--- src/rtl/spcc_pkg.sv ---
// shared types, match constants and helper functions of the ssid confidence classifier
package spcc_pkg;

	// case folding: A-Z move up by this offset
	localparam logic [7:0] CASE_OFFSET = 8'd32;

	// lowered needles, newest byte in the low bits of the window
	localparam logic [63:0] PAT_FLOCK     = 64'h0000_0066_6C6F_636B;
	localparam logic [63:0] MASK_FLOCK    = 64'h0000_00FF_FFFF_FFFF;
	localparam logic [63:0] PAT_FLCK      = 64'h0000_0000_666C_636B;
	localparam logic [63:0] MASK_FLCK     = 64'h0000_0000_FFFF_FFFF;
	localparam logic [63:0] PAT_TEST_TAIL = 64'h6573_745F_666C_636B;
	localparam logic [7:0]  PAT_TEST_HEAD = 8'h74;

	// anchored rule: six prefix bytes then six hex digits
	localparam logic [3:0] ANCHOR_PREFIX_LEN = 4'd6;
	localparam logic [3:0] ANCHOR_NAME_LEN   = 4'd12;
	localparam logic [3:0] POSITION_MAX      = 4'd15;

	// sticky flag bit positions
	localparam int FLAG_TEST  = 0;
	localparam int FLAG_FLOCK = 1;
	localparam int FLAG_FLCK  = 2;

	typedef enum logic [1:0] {
		CONF_NONE      = 2'd0,
		CONF_LIKELY    = 2'd1,
		CONF_CONFIRMED = 2'd2
	} spcc_conf_t;

	typedef enum logic [2:0] {
		RULE_NONE     = 3'd0,
		RULE_ANCHORED = 3'd1,
		RULE_TEST     = 3'd2,
		RULE_FLOCK    = 3'd3,
		RULE_FLCK     = 3'd4
	} spcc_rule_t;

	// per-name scan state
	typedef struct packed {
		logic [63:0] window;
		logic [3:0]  position;
		logic        anchored;
		logic [2:0]  found;
		logic        terminated;
	} spcc_state_t;

	// one classification result
	typedef struct packed {
		spcc_rule_t rule;
		spcc_conf_t conf;
	} spcc_result_t;

	localparam spcc_state_t STATE_RESET = '{
		window:     64'd0,
		position:   4'd0,
		anchored:   1'b1,
		found:      3'd0,
		terminated: 1'b0
	};

	// byte of the anchored prefix at a given position
	function automatic logic [7:0] anchor_byte(input logic [2:0] idx);
		logic [7:0] b;
		case (idx)
			3'd0:    b = 8'h66;
			3'd1:    b = 8'h6C;
			3'd2:    b = 8'h6F;
			3'd3:    b = 8'h63;
			3'd4:    b = 8'h6B;
			3'd5:    b = 8'h2D;
			default: b = 8'h00;
		endcase
		return b;
	endfunction

	// lowered hex digit test
	function automatic logic is_hex(input logic [7:0] c);
		return ((c >= 8'h30) && (c <= 8'h39)) || ((c >= 8'h61) && (c <= 8'h66));
	endfunction

endpackage

--- src/rtl/ssid_pattern_confidence_classifier_core.sv ---
// top level of the ssid confidence classifier
// Takes a network name one byte per beat (tlast on the final byte) and gives one result beat
// per name: confidence and the rule that fired. One byte is taken per cycle unless stalled;
// a byte is held in the input register, matched against the scan state and, on the last byte,
// its result is registered in the output register, where it waits until it is taken.
// The rate is set by the combinational window compare and flag update; the only stall is a
// last byte arriving while an untaken result still holds the output register.
module ssid_pattern_confidence_classifier_core import spcc_pkg::*; (
	input  logic       clk,
	input  logic       arst_n,
	input  logic       s_tvalid,
	output logic       s_tready,
	input  logic [7:0] s_tdata,  // [7:0] char_code
	input  logic       s_tlast,  // last_byte
	output logic       m_tvalid,
	input  logic       m_tready,
	output logic [7:0] m_tdata   // [1:0] confidence, [4:2] matched_rule, [7:5] zero
);

	logic         valid_s1;
	logic [7:0]   char_s1;
	logic         last_s1;
	logic         advance;
	spcc_state_t  state_q;
	spcc_state_t  state_nxt;
	spcc_result_t result;
	logic         out_valid_q;
	spcc_result_t out_data_q;

	// a byte moves on unless it ends a name while the result register is still full
	assign advance  = valid_s1 && (!last_s1 || !out_valid_q || m_tready);
	assign s_tready = !valid_s1 || advance;

	// input register
	always_ff @(posedge clk or negedge arst_n) begin
		if (!arst_n) begin
			valid_s1 <= 1'b0;
		end else if (s_tready) begin
			valid_s1 <= s_tvalid;
		end
	end

	always_ff @(posedge clk) begin
		if (s_tready && s_tvalid) begin
			char_s1 <= s_tdata;
			last_s1 <= s_tlast;
		end
	end

	spcc_byte_matcher u_matcher (
		.state_cur (state_q),
		.char_code (char_s1),
		.last_byte (last_s1),
		.state_nxt (state_nxt),
		.result    (result)
	);

	// scan state
	always_ff @(posedge clk or negedge arst_n) begin
		if (!arst_n) begin
			state_q <= STATE_RESET;
		end else if (advance) begin
			state_q <= state_nxt;
		end
	end

	// result register
	always_ff @(posedge clk or negedge arst_n) begin
		if (!arst_n) begin
			out_valid_q <= 1'b0;
		end else if (advance && last_s1) begin
			out_valid_q <= 1'b1;
		end else if (m_tready) begin
			out_valid_q <= 1'b0;
		end
	end

	always_ff @(posedge clk) begin
		if (advance && last_s1) begin
			out_data_q <= result;
		end
	end

	assign m_tvalid = out_valid_q;
	assign m_tdata  = {3'b000, out_data_q.rule, out_data_q.conf};

	// no result means no rule and the other way round
	assert property (@(posedge clk) disable iff (!arst_n)
		out_valid_q |-> ((out_data_q.conf == CONF_NONE) == (out_data_q.rule == RULE_NONE)))
		else $error("confidence and rule disagree");

	// confirmed only from the anchored or test rule
	assert property (@(posedge clk) disable iff (!arst_n)
		(out_valid_q && (out_data_q.conf == CONF_CONFIRMED)) |->
		((out_data_q.rule == RULE_ANCHORED) || (out_data_q.rule == RULE_TEST)))
		else $error("confirmed result with a weak rule");

	// the scan state restarts after a name ends
	assert property (@(posedge clk) disable iff (!arst_n)
		(advance && last_s1) |=>
		((state_q.position == 4'd0) && state_q.anchored && (state_q.found == 3'd0)
		&& !state_q.terminated))
		else $error("scan state not cleared after last byte");

	// a terminated name takes no further bytes
	assert property (@(posedge clk) disable iff (!arst_n)
		(state_q.terminated && !(advance && last_s1)) |=>
		($stable(state_q.window) && $stable(state_q.position) && $stable(state_q.found)))
		else $error("byte taken after terminator");

	// a pending result is never overwritten
	assert property (@(posedge clk) disable iff (!arst_n)
		(out_valid_q && !m_tready) |-> !(advance && last_s1))
		else $error("result overwritten while stalled");

endmodule

--- src/rtl/spcc_byte_matcher.sv ---
// next-state and result logic for one name byte
module spcc_byte_matcher import spcc_pkg::*; (
	input  spcc_state_t  state_cur,
	input  logic [7:0]   char_code,
	input  logic         last_byte,
	output spcc_state_t  state_nxt,
	output spcc_result_t result
);

	logic [7:0]  lowered;
	logic [63:0] win_new;
	spcc_state_t upd;

	// fold upper case letters only
	always_comb begin
		if (char_code inside {[8'h41:8'h5A]}) begin
			lowered = char_code + CASE_OFFSET;
		end else begin
			lowered = char_code;
		end
	end

	assign win_new = {state_cur.window[55:0], lowered};

	// take the byte into window, anchor check, flags and position; a zero byte ends the scan
	always_comb begin
		upd = state_cur;
		if (!state_cur.terminated) begin
			if (char_code == 8'd0) begin
				upd.terminated = 1'b1;
			end else begin
				upd.window = win_new;
				if (state_cur.position < ANCHOR_PREFIX_LEN) begin
					if (lowered != anchor_byte(state_cur.position[2:0])) begin
						upd.anchored = 1'b0;
					end
				end else if (state_cur.position < ANCHOR_NAME_LEN) begin
					if (!is_hex(lowered)) begin
						upd.anchored = 1'b0;
					end
				end else begin
					upd.anchored = 1'b0;
				end
				if ((win_new == PAT_TEST_TAIL) && (state_cur.window[63:56] == PAT_TEST_HEAD)) begin
					upd.found[FLAG_TEST] = 1'b1;
				end
				if ((win_new & MASK_FLOCK) == PAT_FLOCK) begin
					upd.found[FLAG_FLOCK] = 1'b1;
				end
				if ((win_new & MASK_FLCK) == PAT_FLCK) begin
					upd.found[FLAG_FLCK] = 1'b1;
				end
				if (state_cur.position != POSITION_MAX) begin
					upd.position = state_cur.position + 4'd1;
				end
			end
		end
	end

	// rule priority on the updated state
	always_comb begin
		result.conf = CONF_NONE;
		result.rule = RULE_NONE;
		if (upd.position != 4'd0) begin
			if (upd.anchored && (upd.position == ANCHOR_NAME_LEN)) begin
				result.conf = CONF_CONFIRMED;
				result.rule = RULE_ANCHORED;
			end else if (upd.found[FLAG_TEST]) begin
				result.conf = CONF_CONFIRMED;
				result.rule = RULE_TEST;
			end else if (upd.found[FLAG_FLOCK]) begin
				result.conf = CONF_LIKELY;
				result.rule = RULE_FLOCK;
			end else if (upd.found[FLAG_FLCK]) begin
				result.conf = CONF_LIKELY;
				result.rule = RULE_FLCK;
			end
		end
	end

	// the last beat of a name restarts the scan
	assign state_nxt = last_byte ? STATE_RESET : upd;

endmodule
--- config.mk ---
export PLATFORM = sky130hd
export DESIGN_NAME = ssid_pattern_confidence_classifier_core
export DESIGN_NICKNAME = d
export VERILOG_FILES = /design/src/rtl/spcc_pkg.sv /design/src/rtl/ssid_pattern_confidence_classifier_core.sv /design/src/rtl/spcc_byte_matcher.sv
export SDC_FILE = /design/constraint.sdc
export NUM_CORES = 1
export LEC_CHECK = 0
export ABC_AREA = 1
export BUFFER_PORTS_ARGS = -buffer_cell sky130_fd_sc_hd__buf_2
export CAP_MARGIN = 20
export CORE_MARGIN = 4
export CORE_UTILIZATION = 45
export CTS_CLUSTER_DIAMETER = 40
export CTS_CLUSTER_SIZE = 30
export DETAILED_ROUTE_END_ITERATION = 12
export HOLD_SLACK_MARGIN = 0.06
export SYNTH_ARGS = -nofsm -noshare
export SYNTH_HDL_FRONTEND = slang
export SYNTH_SLANG_ARGS = --single-unit
export TNS_END_PERCENT = 5
--- constraint.sdc ---
create_clock -name clk -period 1.9 [get_ports clk]
set_input_delay 0.19 -clock clk [delete_from_list [all_inputs] [get_ports clk]]
set_output_delay 0.19 -clock clk [all_outputs]
set_load 0.05 [all_outputs]
**After elaboration in Yosys (flattened, before gate mapping)**

Cells that the tools add are included.

- Input port bits: 13
- Output and inout bits: 10
- Word-level logic and storage cells: 85
- Bits in registers: 89

- Add/subtract/negate cells: 2
- Magnitude comparators: 8
- Multiplexer cells: 23
- Bitwise gates (word level): 1
- Reductions and logical operators: 23
- Equality and inequality tests: 14

Operators by type and width:

| cell | count |
|---|---|
| two-way mux 73 bit | 2 |
| two-way mux 72 bit | 1 |
| equality test 64 x 63 -> 1 bit (second input constant) | 1 |
| one-hot mux 7 bit (6 select lines) | 1 |
| equality test 40 x 39 -> 1 bit (second input constant) | 1 |
| equality test 32 x 31 -> 1 bit (second input constant) | 1 |
| two-way mux 8 bit | 4 |
| greater-or-equal comparator 8 x 7 -> 1 bit (second input constant) | 2 |
| <= comparator 8 x 7 -> 1 bit (second input constant) | 2 |
| two-way mux 4 bit | 3 |
| two-way mux 1 bit | 10 |
| adder 8 x 6 -> 8 bit (second input constant) | 1 |
| equality test 8 x 7 -> 1 bit (second input constant) | 1 |
| greater-or-equal comparator 8 x 6 -> 1 bit (second input constant) | 1 |
| <= comparator 8 x 6 -> 1 bit (second input constant) | 1 |
| logical AND 1 bit | 8 |
| logical NOT 8 bit | 1 |
| inequality test 8 bit | 1 |
| equality test 3 x 2 -> 1 bit (second input constant) | 2 |
| equality test 3 bit (second input constant) | 2 |
| two-way mux 5 bit | 1 |
| adder 4 x 1 -> 4 bit (second input constant) | 1 |
| equality test 4 bit (second input constant) | 1 |
| logical OR 1 bit | 4 |
| other kinds (15) | 18 |

**Depth between registers and ports, before layout**

Gate-level depths: netlist of the first run.

- Depth after elaboration: 15
- Gate-level depth with buffers: 18
- Gate-level depth less buffers: 18

**Hierarchy**

Synthesis of the first run repeated with hierarchy kept, for this count alone.

- Cell total of the unflattened synthesis: 697
- Area, all modules: 5215.0 sq um

Modules (own cells, without submodules):

| module | instances | cells an instance | sequential area each (sq um) | area each (sq um) |
|---|---|---|---|---|
| ssid_pattern_confidence_classifier_core | 1 | 346 | 2298.5 | 3402.0 |
| spcc_byte_matcher | 1 | 351 | 0.0 | 1813.0 |

**Worst setup path after synthesis of the first run**

Ideal clock, no wire load.

- Path type: reg2reg
- Start point: register state_q[7] (netlist name)
- End point: register out_data_q, in the netlist m_tdata[0] (data pin)
- Period minus slack after synthesis: 2.098 ns
- Library setup time: 0.257 ns
- Data arrival time: 1.842 ns
- Stages on the path, launching flop included: 17
- Path slack: -0.198 ns
- Path buffers: 0
- Cell sequence: dfrtp_1 -> inv_1 -> ha_1 -> a21oi_1 -> o21ai_0 -> nor2_1 -> nand2_1 -> nor2_1 -> nand2_1 -> nor2_1 -> nand2_1 -> a21oi_2 -> nand2_1 -> nand2_2 -> nand3_2 -> nand2_2 -> nor2_1

- Word-level cells in the longest chain between the ends: 12
- Elaborated cells on any way between the ends: 26

RTL lines:

| what | RTL line | text |
|---|---|---|
| start: declaration | ssid_pattern_confidence_classifier_core.sv:24 | `spcc_state_t state_q;` |
| start signal: assignment | ssid_pattern_confidence_classifier_core.sv:63 | `state_q <= state_nxt;` |
| equality test 3 bit (tied with other cells) | spcc_pkg.sv:65 | `case (idx)` |
| one-hot mux 7 bit (6 select lines) | spcc_pkg.sv:65 |  |
| two-way mux 8 bit | spcc_byte_matcher.sv:33 | `if (state_cur.position < ANCHOR_PREFIX_LEN) begin` |
| two-way mux 8 bit | spcc_byte_matcher.sv:29 | `if (char_code == 8'd0) begin` |
| two-way mux 8 bit | spcc_byte_matcher.sv:28 | `if (!state_cur.terminated) begin` |
| inequality test 8 bit | spcc_byte_matcher.sv:34 | `if (lowered != anchor_byte(state_cur.position[2:0])) begin` |
| two-way mux 1 bit | spcc_byte_matcher.sv:34 |  |
| two-way mux 1 bit | spcc_byte_matcher.sv:33 |  |
| two-way mux 72 bit | spcc_byte_matcher.sv:29 |  |
| two-way mux 73 bit * | spcc_byte_matcher.sv:28 |  |
| logical AND 1 bit | spcc_byte_matcher.sv:65 | `if (upd.anchored && (upd.position == ANCHOR_NAME_LEN)) begin` |
| OR reduction 3 bit (no source line) * | n/a |  |
| end signal: assignment | ssid_pattern_confidence_classifier_core.sv:80 | `out_data_q <= result;` |
| end: declaration | ssid_pattern_confidence_classifier_core.sv:28 | `spcc_result_t out_data_q;` |

Every way passes the cells marked *; elsewhere a longest branch is shown, timed or not. The select of a mux whose other input is x is not followed.
A chain may end at the register's enable or synchronous reset.

**Worst setup path in the final report of the first run**

- Start point: register char_s1[6]
- End point: register out_data_q, in the netlist m_tdata[4] (data pin)

- Word-level cells in the longest chain between the ends: 13
- Elaborated cells on any way between the ends: 33

RTL lines:

| what | RTL line | text |
|---|---|---|
| start: declaration | ssid_pattern_confidence_classifier_core.sv:21 | `logic [7:0] char_s1;` |
| start signal: assignment | ssid_pattern_confidence_classifier_core.sv:45 | `char_s1 <= s_tdata;` |
| greater-or-equal comparator 8 x 7 -> 1 bit or <= comparator 8 x 7 -> 1 bit (tied branches) | spcc_byte_matcher.sv:16 | `if (char_code inside {[8'h41:8'h5A]}) begin` |
| logical AND 1 bit | spcc_byte_matcher.sv:16 |  |
| two-way mux 8 bit | spcc_byte_matcher.sv:16 |  |
| greater-or-equal comparator 8 x 6 -> 1 bit (tied with other cells) | spcc_pkg.sv:79 | `return ((c >= 8'h30) && (c <= 8'h39)) \|\| ((c >= 8'h61) && (c <= 8'h66));` |
| logical AND 1 bit | spcc_pkg.sv:79 |  |
| logical OR 1 bit | spcc_pkg.sv:79 |  |
| two-way mux 1 bit | spcc_byte_matcher.sv:38 | `if (!is_hex(lowered)) begin` |
| two-way mux 1 bit | spcc_byte_matcher.sv:37 | `end else if (state_cur.position < ANCHOR_NAME_LEN) begin` |
| two-way mux 1 bit | spcc_byte_matcher.sv:33 |  |
| two-way mux 72 bit * | spcc_byte_matcher.sv:29 |  |
| two-way mux 73 bit * | spcc_byte_matcher.sv:28 |  |
| logical AND 1 bit | spcc_byte_matcher.sv:65 |  |
| OR reduction 4 bit (no source line) | n/a |  |

Marks and branches as above.

==> results.txt, run 1 <==
----------------------------------------------------
[Outcome]
  Run status ... complete, but fails checks
  Failing checks ... setup timing

[Detailed routing]
  Via count normalized by instance count ... 5.19
  Number of design rule violations left after detail routing ... 0
  Routed vias ... 3485
  Detailed-route wire length ... 9830 um
  Total iterations of the first detailed-routing run ... 4
  Detailed router's first-iteration violation count ... about 190
  Number of nets still failing antenna checks after routing ... 0
  Average wire per standard cell ... roughly 15 um

[Pwr]
  Leakage dissipation ... 2.46 nW
  IR drop worst, VDD ... 421 uV
  Power density over the cells ... 877 nW/um2

[Synth]
  Post-synth EDFFs ... 14
  Post-Synthesis Cell Area ... 4180 um2
  Ys flop type ... sky130_fd_sc_hd__dfrtp_1
  Number of distinct library cells after synthesis ... 32
  FFs w/ async S/R, synth ... between 80 and 90%
  Yosys warning total ... 0
  Flip-flop and latch count after synthesis ... 89
  Average footprint of a synthesized cell ... 9.11 um2
  Number of instances in the synthesized netlist ... 459
  Seq/Total Area, Yosys ... 55.0%

[Timing]
  Number of setup violations in the final report ... between 60 and 70
  Number of max-slew violations in the final report ... 0
  Upper clock frequency limit ... ~450 MHz
  Clock period minus worst slack ... about 2.2 ns
  Final hold violation count ... 0
  Slew at the pin closest to its max-slew limit ... 0.511 ns
  Fin Setup TNS ... -2.69 ns
  Slew Limit Headroom ... 65.8%
  Setup ws final ... -0.308 ns
  Setup repair after global routing missed its margin ... yes
  Clock tree skew after final layout ... 0.0153 ns
  Final period utilization ... 116%

[Clock tree]
  Bufs on Longest Clock Path ... 2
  CTS root buf ... sky130_fd_sc_hd__clkbuf_8
  Number of CTS-inserted buffers ... 9
  Clock latency on the worst-skew pair ... around 0.37 ns
  Post-CTS clock slew at the launch and capture registers of the worst setup and hold paths ... roughly 0.090 ns
  CTS tree ... yes
  Total number of H-tree levels ... 3
  Clock sinks ... between 80 and 90

[Placed design]
  Post-DP HPWL ... 6770 um
  Placed cell count ... 635
  PortBufs ... 19
  Final Wtd Congestion ... 0.898
  Pre-CTS setup slack ... -0.234 ns

[Cells and area]
  Area added between synthesis and finish ... 29.2%
  Net count reported at finish ... 582
  Diode insertion count for antenna repair ... 0
  Final Core Density ... 60.8%
  Area occupied by registers ... between 2000 and 2500 um2
  Fraction of final layout cells sized beyond drive strength 1 ... 30.3%
  # fillers ... roughly 740
  Post-route non-filler standard cell count ... 672
  Area taken by multi-input logic gates ... 1580 um2

[Floorplan]
  Die span in y ... between 100 and 150 um
  Core ar. ... 8890 um2
  Number of core rows ... 34
  Starting density of the core ... 47.0%
  Number of top-level pins ... 23
  Horizontal extent of the die ... 104 um
  Area of the die ... 10900 um2

[Setup path]
  Critical-path cell list ... buf_4 -> ha_1 -> inv_1 -> nand3_2 -> nand2_4 -> nor2_4 -> nand2_2 -> nor3_4 -> nand2_2 -> nand2_1 -> nor2_1 -> nand2_1 -> nor2_1
  Critical Path Start Type ... flop
  Worst path slowest cell ... sky130_fd_sc_hd__edfxtp_1
  Largest fanout on the critical path ... 5
  Bufs and invs on worst path ... 2
  Family with the most delay on the worst path ... simple AND/OR/NAND/NOR gates
  Type of element capturing the critical path ... flop
  Crit path required time ... 2.03 ns
  Critical path class ... reg2reg
  Largest stage delay on the critical path ... about 0.46 ns
  CP arrival ... about 2.3 ns

[GRT]
  Number of global-route vias before repair ... 3529
  Overflow left after global routing ... 0
  First-pass GRT wire length ... 16800 um
  GR Util All Layers ... 18.9%
  Pin count of the biggest net entering global routing ... 39
  Number of antenna violations at the first check in global routing ... 0

[Min path]
  Hold Path Class ... in2reg

[Job]
  Maxcap violations ... 0

----------------------------------------------------
[Yosys cell counts (4+ instances only)]
master                     count  share of area [%]
sky130_fd_sc_hd__nand4_1      11                1.6
sky130_fd_sc_hd__nand2_1      60                5.4
sky130_fd_sc_hd__o22ai_1      62                9.3
sky130_fd_sc_hd__nor2_1       25                2.2
sky130_fd_sc_hd__nor2_2        4               0.60
sky130_fd_sc_hd__edfxtp_1     14                 10
sky130_fd_sc_hd__nor4_1       10                1.5
sky130_fd_sc_hd__a21oi_1      10                1.2
sky130_fd_sc_hd__nor3_1        6               0.72
sky130_fd_sc_hd__nand3_1      23                2.8
sky130_fd_sc_hd__buf_2        10                1.2
sky130_fd_sc_hd__ha_1          9                2.7
sky130_fd_sc_hd__inv_1        92                8.3
sky130_fd_sc_hd__dfrtp_1      74                 44
sky130_fd_sc_hd__nand2_2       6               0.90
sky130_fd_sc_hd__o21ai_0      14                1.7
sky130_fd_sc_hd__inv_2         5               0.45
[repair_timing]
item	CTS	global route
hold endpoints to repair	36	0
resized for setup	25	16
hold buffers	11	0
setup buffers	8	3
endpoints found under the setup margin	29	76
pin swaps	21	21
[tightest hold or removal path, stage by stage]
cell,delay (ns)
sky130_fd_sc_hd__buf_2,0.10
sky130_fd_sc_hd__nand2_1,0.08
sky130_fd_sc_hd__nand2_1,0.06
[per-stage QoR]
step           power, mW  hold slack [ns]  area (um2)
3_3_place_gp        3.31            0.134        4900
4_1_cts             4.70           0.0923        5340
6_report            4.74           0.0928        5410
2_1_floorplan       2.86           -0.106        4200
5_1_grt             4.98            0.108        5410
3_5_place_dp        3.33            0.136        4900
[area by class of cell]
cell class	instances	area share, %
Timing Repair Buffer	104	15.5
Tap cell	108	2.50
Multi-Input combinational cell	259	29.2
Clock inverter	6	1.20
Sequential cell	89	42.5
Inverter	97	6.74
Clock buffer	9	2.29
[sequential cells by signal (all words and copies together) (netlist names)]
signal    cells
m_tdata       5
last_s1       1
char_s1       8
state_q      73
valid_s1      1
m_tvalid      1
[kinds of logic after synthesis]
family,after synthesis,synth area share (%)
adders and majority gates,9,2.69
xor gates and xnor gates,3,0.808
buffers and inverters,113,10.7
other,1,0.0897
AOI/OAI and AO/OA,94,13.8
and+or+nand+nor,150,17.0
DFF,89,55.0
[placed cells by master (no fill, tap or decap), drive strengths merged, types with 9 or more instances in the layout]
cell type    netlist  routed
buf               13      93
a21oi             12      12
o22ai             62      62
ha                 9       9
dlygate4sd3        0      11
nor4              10      10
edfxtp            14      14
nand2             67      67
dfrtp             74      74
o21ai             18      18
inv               97     100
nand4             11      11
clkbuf             3       9
nor2              30      30
nand3             24      24
[report_power, final]
part	leakage, nW	internal, mW	total, mW	switching (mW)
combinational	1.20	0.546	1.28	0.729
clock	0.100	0.607	1.32	0.710
sequential	1.16	2.06	2.15	0.0818
total	2.46	3.22	4.74	1.52
[per-layer routing]
layer	global-route usage, %	routed length (um)
met1	27.3	4840
met2	28.5	4500
met3	2.98	289
met4	7.22	189
met5	0	0
[path summary, 6_finish.rpt]
| check | startpoint | endpoint | slack, ns | depth (start not counted) |
|---|---|---|---|---|
| max reg2reg | char_s1[6] | m_tdata[4] | -0.31 | 13 |
| max | char_s1[6] | m_tdata[4] | -0.31 | 13 |
| min in group asynchronous | arst_n | state_q[58] | 0.27 | 2 |
| min reg2reg | state_q[4] | state_q[4] | 0.51 | 2 |
| min | s_tvalid | valid_s1 | 0.09 | 3 |
| max in group asynchronous | arst_n | state_q[4] | 1.01 | 3 |
Power figures use the tool's default switching activity.
==> run 2, diff against run 1 <==
--- a/config.mk
+++ b/config.mk
@@ -8,12 +8,14 @@
 export ABC_AREA = 1
 export BUFFER_PORTS_ARGS = -buffer_cell sky130_fd_sc_hd__buf_2
 export CAP_MARGIN = 20
+export CORE_ASPECT_RATIO = 1.4
 export CORE_MARGIN = 4
 export CORE_UTILIZATION = 45
 export CTS_CLUSTER_DIAMETER = 40
 export CTS_CLUSTER_SIZE = 30
 export DETAILED_ROUTE_END_ITERATION = 12
 export HOLD_SLACK_MARGIN = 0.06
+export SKIP_LAST_GASP = 1
 export SYNTH_ARGS = -nofsm -noshare
 export SYNTH_HDL_FRONTEND = slang
 export SYNTH_SLANG_ARGS = --single-unit
==> results.txt, run 2 (same netlist as run 1, synthesis figures left out) <==
----------------------------------------------------
[Cells and area]
  Post-route non-filler standard cell count ... 659 (was 672)
  Most used cells in the layout excluding fill and tap cells ... sky130_fd_sc_hd__inv_1 (89), sky130_fd_sc_hd__dfrtp_1 (73), sky130_fd_sc_hd__o22ai_1 (62) (was sky130_fd_sc_hd__inv_1 (85), sky130_fd_sc_hd__dfrtp_1 (73), sky130_fd_sc_hd__buf_4 (67))
  Most frequent standard cell in the layout excluding fill and tap cells ... sky130_fd_sc_hd__inv_1 (unchanged)
  Area added between synthesis and finish ... 27.4% (was 29.2%)
  Diode insertion count for antenna repair ... 0 (unchanged)
  Fraction of final layout cells sized beyond drive strength 1 ... 24.3% (was 30.3%)
  Largest register by flop count ... state_q (unchanged)
  Final Core Density ... 59.0% (was 60.8%)
  Flip-flop count of the largest register after layout ... 73 (unchanged)
  Net count reported at finish ... 569 (was 582)
  # fillers ... 801 (was 738)

[GRT]
  Overflow left after global routing ... 0 (unchanged)
  Number of global-route vias before repair ... 3456 (was 3529)
  First-pass GRT wire length ... 16100 um (was 16800 um)
  GR Util All Layers ... 19.7% (was 18.9%)
  Pin count of the biggest net entering global routing ... 47 (was 39)
  Number of antenna violations at the first check in global routing ... 0 (unchanged)

[Clock tree]
  Clock latency on the worst-skew pair ... 0.34 ns (was 0.37 ns)
  CTS root buf ... sky130_fd_sc_hd__clkbuf_16 (was sky130_fd_sc_hd__clkbuf_8)
  Total number of H-tree levels ... 3 (unchanged)
  Clock sinks ... 89 (unchanged)
  Post-CTS clock slew at the launch and capture registers of the worst setup and hold paths ... 0.07 ns (was 0.09 ns)
  Bufs on Longest Clock Path ... 2 (unchanged)
  CTS tree ... yes (unchanged)
  Number of CTS-inserted buffers ... 9 (unchanged)

[Setup path]
  Worst path slowest cell ... sky130_fd_sc_hd__edfxtp_1 (unchanged)
  Largest fanout on the critical path ... 4 (was 5)
  CP arrival ... 2.30 ns (was 2.34 ns)
  Critical Path Start Type ... flop (unchanged)
  Critical-path cell list ... buf_4 -> ha_1 -> inv_1 -> nand3_1 -> nand2_2 -> buf_4 -> nor2_2 -> nor2_1 -> nand2_1 -> a21oi_2 -> nand2_1 -> nand2_2 -> nand3_4 -> nand2_4 -> nor2_1 (was buf_4 -> ha_1 -> inv_1 -> nand3_2 -> nand2_4 -> nor2_4 -> nand2_2 -> nor3_4 -> nand2_2 -> nand2_1 -> nor2_1 -> nand2_1 -> nor2_1)
  Critical path class ... reg2reg (unchanged)
  Worst R2R Path Depth ... 15 (was 13)
  Largest stage delay on the critical path ... 0.43 ns (was 0.46 ns)
  Crit path required time ... 1.99 ns (was 2.03 ns)
  Type of element capturing the critical path ... flop (unchanged)

[Placed design]
  Final Wtd Congestion ... 0.864 (was 0.898)
  Placed cell count ... 628 (was 635)
  PortBufs ... 19 (unchanged)
  Pre-CTS setup slack ... -0.283 ns (was -0.234 ns)
  Post-DP HPWL ... 7020 um (was 6770 um)

[Detailed routing]
  Wire length on met2 ... 5230 um (was 4500 um)
  Average wire per standard cell ... 14.8 um (was 14.6 um)
  Number of design rule violations left after detail routing ... 0 (unchanged)
  Detailed-route wire length ... 9760 um (was 9830 um)
  Metal1 wirelength ... 4090 um (was 4840 um)
  Number of nets still failing antenna checks after routing ... 0 (unchanged)
  Routed wire length on met3 ... 173 um (was 289 um)
  Max layer used ... met4 (unchanged)
  Via count normalized by instance count ... 5.15 (was 5.19)
  Detailed router's first-iteration violation count ... 206 (was 187)
  Total iterations of the first detailed-routing run ... 4 (unchanged)
  Routed vias ... 3392 (was 3485)

[Timing]
  Final period utilization ... 116% (about the same)
  Setup repair after global routing missed its margin ... yes (unchanged)
  Number of setup violations in the final report ... 10 (was 62)
  Final hold violation count ... 0 (unchanged)
  Setup ws final ... -0.310 ns (was -0.308 ns)
  Number of max-slew violations in the final report ... 0 (unchanged)
  Clock period minus worst slack ... 2.21 ns (about the same)
  Clock tree skew after final layout ... 0.00647 ns (was 0.0153 ns)
  Upper clock frequency limit ... 452 MHz (was 453 MHz)

[Pwr]
  IR drop worst, VDD ... 698 uV (was 421 uV)
  Power density over the cells ... 964 nW/um2 (was 877 nW/um2)
  Leakage dissipation ... 2.42 nW (was 2.46 nW)

[Outcome]
  Run status ... complete, but fails checks (unchanged)
  Failing checks ... setup timing (unchanged)

[Floorplan]
  Core ar. ... 9030 um2 (was 8890 um2)
  Number of top-level pins ... 23 (unchanged)
  Area of the die ... 10900 um2 (about the same)
  Starting density of the core ... 46.3% (was 47.0%)
  Horizontal extent of the die ... 89.5 um (was 104 um)
  Number of core rows ... 41 (was 34)
  Die span in y ... 122 um (was 104 um)

[Job]
  Maxcap violations ... 0 (unchanged)

[Min path]
  WHS Path Cells ... 3 (unchanged)
  Hold Path Class ... in2reg (unchanged)

----------------------------------------------------
run 2: path summary, 6_finish.rpt:
check                            from     endpoint  slack, ns
max                        char_s1[5]   m_tdata[3]      -0.31
min                          s_tvalid     valid_s1       0.08
max reg2reg                char_s1[5]   m_tdata[3]      -0.31
min reg2reg                state_q[4]   state_q[4]       0.52
max in group asynchronous      arst_n  state_q[30]       1.00
min in group asynchronous      arst_n  state_q[60]       0.32
run 2: cell type report:
type	instances	area [um2]	area share (%)
tap	107	134	2.51
sequential	89	2300	43.2
clock buffer	10	239	4.49
multi-input combinational	259	1510	28.3
timing repair buffer	91	719	13.5
clock inverter	6	66.3	1.24
inverter	97	364	6.83
run 2: repair_timing:
action / 4_1_cts / 5_1_grt
pin swaps: 0 / 8
hold endpoints to repair: 38 / 0
hold buffers: 11 / 0
resized for setup: 1 / 11
setup endpoints to repair: 8 / 76
buffers inserted: 0 / 4
run 2: metrics by stage:
| step | instance area [um2] | hold slack (ns) | total power [mW] | TNS (ns) |
|---|---|---|---|---|
| 3_5_place_dp | 4840 | 0.158 | 3.32 | -1.62 |
| 2_1_floorplan | 4200 | -0.106 | 2.86 | -0.371 |
| 4_1_cts | 5260 | 0.0655 | 5.15 | -1.55 |
| 3_3_place_gp | 4840 | 0.157 | 3.31 | -1.07 |
| 5_1_grt | 5330 | 0.0939 | 5.41 | -10.27 |
| 6_report | 5330 | 0.0778 | 5.14 | -2.17 |
run 2: metal layers:
| layer | vias to the layer above | GRT usage [%] |
|---|---|---|
| li1 | 1703 | - |
| met1 | 1640 | 23.6 |
| met2 | 33 | 33.8 |
| met3 | 16 | 3.32 |
| met4 | 0 | 9.12 |
| met5 | - | 0 |
run 2: worst max-delay path, delay by kind of cell (launching register included):
kind	cells	cell delay (ns)
flip-flops	1	0.43
buffers and inverters	3	0.36
AND/OR/NAND/NOR	10	0.80
AO/OA/AOI/OAI	1	0.11
adder cells (fa/ha/maj)	1	0.27
run 2: power breakdown:
group / internal [mW] / switching [mW] / total (mW)
logic: 0.499 / 0.691 / 1.19
clock network: 1.06 / 0.740 / 1.80
registers: 2.07 / 0.0834 / 2.15
total: 3.62 / 1.51 / 5.14
==> run 3, diff against run 2 <==
--- a/config.mk
+++ b/config.mk
@@ -8,13 +8,18 @@
 export ABC_AREA = 1
 export BUFFER_PORTS_ARGS = -buffer_cell sky130_fd_sc_hd__buf_2
 export CAP_MARGIN = 20
+export CELL_PAD_IN_SITES_DETAIL_PLACEMENT = 1
+export CELL_PAD_IN_SITES_GLOBAL_PLACEMENT = 1
 export CORE_ASPECT_RATIO = 1.4
 export CORE_MARGIN = 4
-export CORE_UTILIZATION = 45
+export CORE_UTILIZATION = 42
 export CTS_CLUSTER_DIAMETER = 40
 export CTS_CLUSTER_SIZE = 30
 export DETAILED_ROUTE_END_ITERATION = 12
+export GPL_TIMING_DRIVEN = 0
 export HOLD_SLACK_MARGIN = 0.06
+export PLACE_DENSITY_LB_ADDON = 0.1
+export REMOVE_ABC_BUFFERS = 1
 export SKIP_LAST_GASP = 1
 export SYNTH_ARGS = -nofsm -noshare
 export SYNTH_HDL_FRONTEND = slang
==> results.txt, run 3 (same netlist as run 1, synthesis figures left out) <==
----------------------------------------------------
[Outcome]
  Run status ... complete, but fails checks (unchanged)
  Failing checks ... setup timing (unchanged)

[Detailed routing]
  Detailed router's first-iteration violation count ... 101 (was 206)
  Total iterations of the first detailed-routing run ... 4 (unchanged)
  Via count normalized by instance count ... 5.22 (was 5.15)
  Number of nets still failing antenna checks after routing ... 0 (unchanged)
  Average wire per standard cell ... 17.0 um (was 14.8 um)
  Detailed-route wire length ... 11200 um (was 9760 um)
  Routed vias ... 3445 (was 3392)
  Number of design rule violations left after detail routing ... 0 (unchanged)

[Clock tree]
  Post-CTS clock slew at the launch and capture registers of the worst setup and hold paths ... 0.07 ns (about the same)
  Total number of H-tree levels ... 3 (unchanged)
  Clock latency on the worst-skew pair ... 0.35 ns (was 0.34 ns)
  CTS root buf ... sky130_fd_sc_hd__clkbuf_16 (unchanged)
  CTS tree ... yes (unchanged)
  Bufs on Longest Clock Path ... 2 (unchanged)
  Number of CTS-inserted buffers ... 9 (unchanged)
  Clock sinks ... 89 (unchanged)

[Cells and area]
  Fraction of final layout cells sized beyond drive strength 1 ... 24.6% (was 24.3%)
  Most frequent standard cell in the layout excluding fill and tap cells ... sky130_fd_sc_hd__inv_1 (unchanged)
  Flip-flop count of the largest register after layout ... 73 (unchanged)
  Most used cells in the layout excluding fill and tap cells ... sky130_fd_sc_hd__inv_1 (86), sky130_fd_sc_hd__dfrtp_1 (71), sky130_fd_sc_hd__o22ai_1 (62) (was sky130_fd_sc_hd__inv_1 (89), sky130_fd_sc_hd__dfrtp_1 (73), sky130_fd_sc_hd__o22ai_1 (62))
  # fillers ... 1103 (was 801)
  Area occupied by registers ... 2300 um2 (about the same)
  Area taken by multi-input logic gates ... 1600 um2 (was 1510 um2)
  Area added between synthesis and finish ... 27.8% (was 27.4%)
  Largest register by flop count ... state_q (unchanged)
  Final Core Density ... 55.6% (was 59.0%)
  Net count reported at finish ... 545 (was 569)
  Diode insertion count for antenna repair ... 0 (unchanged)

[Placed design]
  Post-DP HPWL ... 7290 um (was 7020 um)
  PortBufs ... 19 (unchanged)
  Final Wtd Congestion ... 0.806 (was 0.864)

[Timing]
  Clock period minus worst slack ... 2.30 ns (was 2.21 ns)
  Slew Limit Headroom ... a little under three fifths
  Number of setup violations in the final report ... 79 (was 10)
  Setup repair after global routing missed its margin ... yes (unchanged)
  Final hold violation count ... 0 (unchanged)
  Slew at the pin closest to its max-slew limit ... 0.651 ns
  Final period utilization ... 121% (was 116%)
  Setup ws final ... -0.395 ns (was -0.310 ns)
  Upper clock frequency limit ... 436 MHz (was 452 MHz)
  Clock tree skew after final layout ... 0.00917 ns (was 0.00647 ns)
  Number of max-slew violations in the final report ... 0 (unchanged)

[Setup path]
  Worst setup path start ... char_s1[3] (was char_s1[5])
  Critical path class ... reg2reg (unchanged)
  Worst R2R Path Depth ... 13 (was 15)
  Crit path required time ... 2.00 ns (was 1.99 ns)
  Type of element capturing the critical path ... flop (unchanged)
  R2r startpoint ... char_s1[3] (was char_s1[5])
  Critical Path Start Type ... flop (unchanged)
  Critical R2R Capture ... m_tdata[2] (was m_tdata[3])
  Setup slack, reg-to-reg ... -0.40 ns (was -0.31 ns)
  CP arrival ... 2.39 ns (was 2.30 ns)
  Largest fanout on the critical path ... 6 (was 4)

[Min path]
  Hold Path Class ... in2reg (unchanged)
  WHS Path Cells ... 3 (unchanged)
  Hold Path End ... valid_s1 (unchanged)
  Hold path start ... s_tvalid (unchanged)

[GRT]
  Number of antenna violations at the first check in global routing ... 0 (unchanged)
  GR Util All Layers ... 19.5% (was 19.7%)
  Number of global-route vias before repair ... 3637 (was 3456)
  First-pass GRT wire length ... 17900 um (was 16100 um)
  Overflow left after global routing ... 0 (unchanged)
  Pin count of the biggest net entering global routing ... 52 (was 47)

[Pwr]
  Post-layout power ... 5.40 mW (was 5.14 mW)
  Power density over the cells ... 1010 nW/um2 (was 964 nW/um2)
  IR drop worst, VDD ... 464 uV (was 698 uV)
  Leakage dissipation ... 2.33 nW (was 2.42 nW)

[Floorplan]
  Area of the die ... 11600 um2 (was 10900 um2)
  Die span in y ... 126 um (was 122 um)
  Horizontal extent of the die ... 92.3 um (was 89.5 um)
  Starting density of the core ... 43.5% (was 46.3%)
  Core ar. ... 9620 um2 (was 9030 um2)
  Number of top-level pins ... 23 (unchanged)
  Number of core rows ... 42 (was 41)

[Job]
  Maxcap violations ... 0 (unchanged)

----------------------------------------------------
==> run 3: changes by cell type in the layout (fill, tap and decap cells not counted), sizes merged <==
| cell | delta |
|---|---|
| bufinv | +2 |
| o21ai | +1 |
| buf | -25 |
| clkinvlp | +1 |
| clkbuf | -1 |
| inv | -2 |
==> run 3: final cells by class <==
class | instances | share of cell area, %
clock buffers | 9 | 4.21
clock inverters | 7 | 2.20
inverters | 97 | 7.02
multi-input cells | 260 | 29.9
flip-flops and latches | 89 | 43.1
well taps | 132 | 3.09
repair buffers | 66 | 10.5
==> run 3: through the flow <==
step / worst slack (ns) / hold slack, ns / setup TNS, ns / instance area [um2] / instances
3_3_place_gp: -1.83 / 0.368 / -117.88 / 4370 / 596
5_1_grt: -0.558 / 0.0996 / -31.07 / 5340 / 660
3_5_place_dp: -0.675 / 0.135 / -37.91 / 4450 / 599
4_1_cts: -0.369 / 0.0643 / -16.71 / 5140 / 648
2_1_floorplan: -0.791 / -0.106 / -49.61 / 4110 / 445
6_report: -0.395 / 0.0785 / -19.87 / 5340 / 660
==> run 3: where the power goes <==
part	switching, mW	internal (mW)
registers	0.0983	2.07
logic	0.737	0.439
clock network	0.768	1.29
total	1.60	3.79
==> run 3: metal layers <==
metal	track usage, %	routed length (um)	vias to the layer above
met3	2.45	177	23
met1	22.6	4480	1728
met4	8.84	359	0
met2	35.4	6200	33
met5	0	0	-
li1	-	-	1661
==> run 3: worst max-delay path by stage <==
stage / to / cells past startpoint
final: m_tdata[2] / 13
after global routing: m_tdata[2] / 16
after CTS: m_tdata[0] / 14
after detailed placement: state_q[72] / 11
after global placement: state_q[13] / 10
after floorplan: state_q[11] / 10
==> run 3: what timing repair did <==
item                       CTS  global route
hold buffers                11             0
setup buffers               21            12
resized for setup           18            31
pin swaps                   20            20
gates cloned                 1             0
setup endpoints to repair   74            81
hold endpoints to repair    34             0
==> run 3: critical path, stage by stage (launching register included) <==
cell and delay (ns):
sky130_fd_sc_hd__edfxtp_1 0.50, sky130_fd_sc_hd__inv_2 0.10, sky130_fd_sc_hd__nor2_2 0.16, sky130_fd_sc_hd__nand3_2 0.14, sky130_fd_sc_hd__nand2_4 0.12, sky130_fd_sc_hd__a21oi_1 0.09, sky130_fd_sc_hd__nor2_1 0.18, sky130_fd_sc_hd__nand2_2 0.11
sky130_fd_sc_hd__nor3_4 0.26, sky130_fd_sc_hd__nand3_2 0.10, sky130_fd_sc_hd__nand2_2 0.10, sky130_fd_sc_hd__inv_2 0.05, sky130_fd_sc_hd__nand2_1 0.06, sky130_fd_sc_hd__a21oi_1 0.07
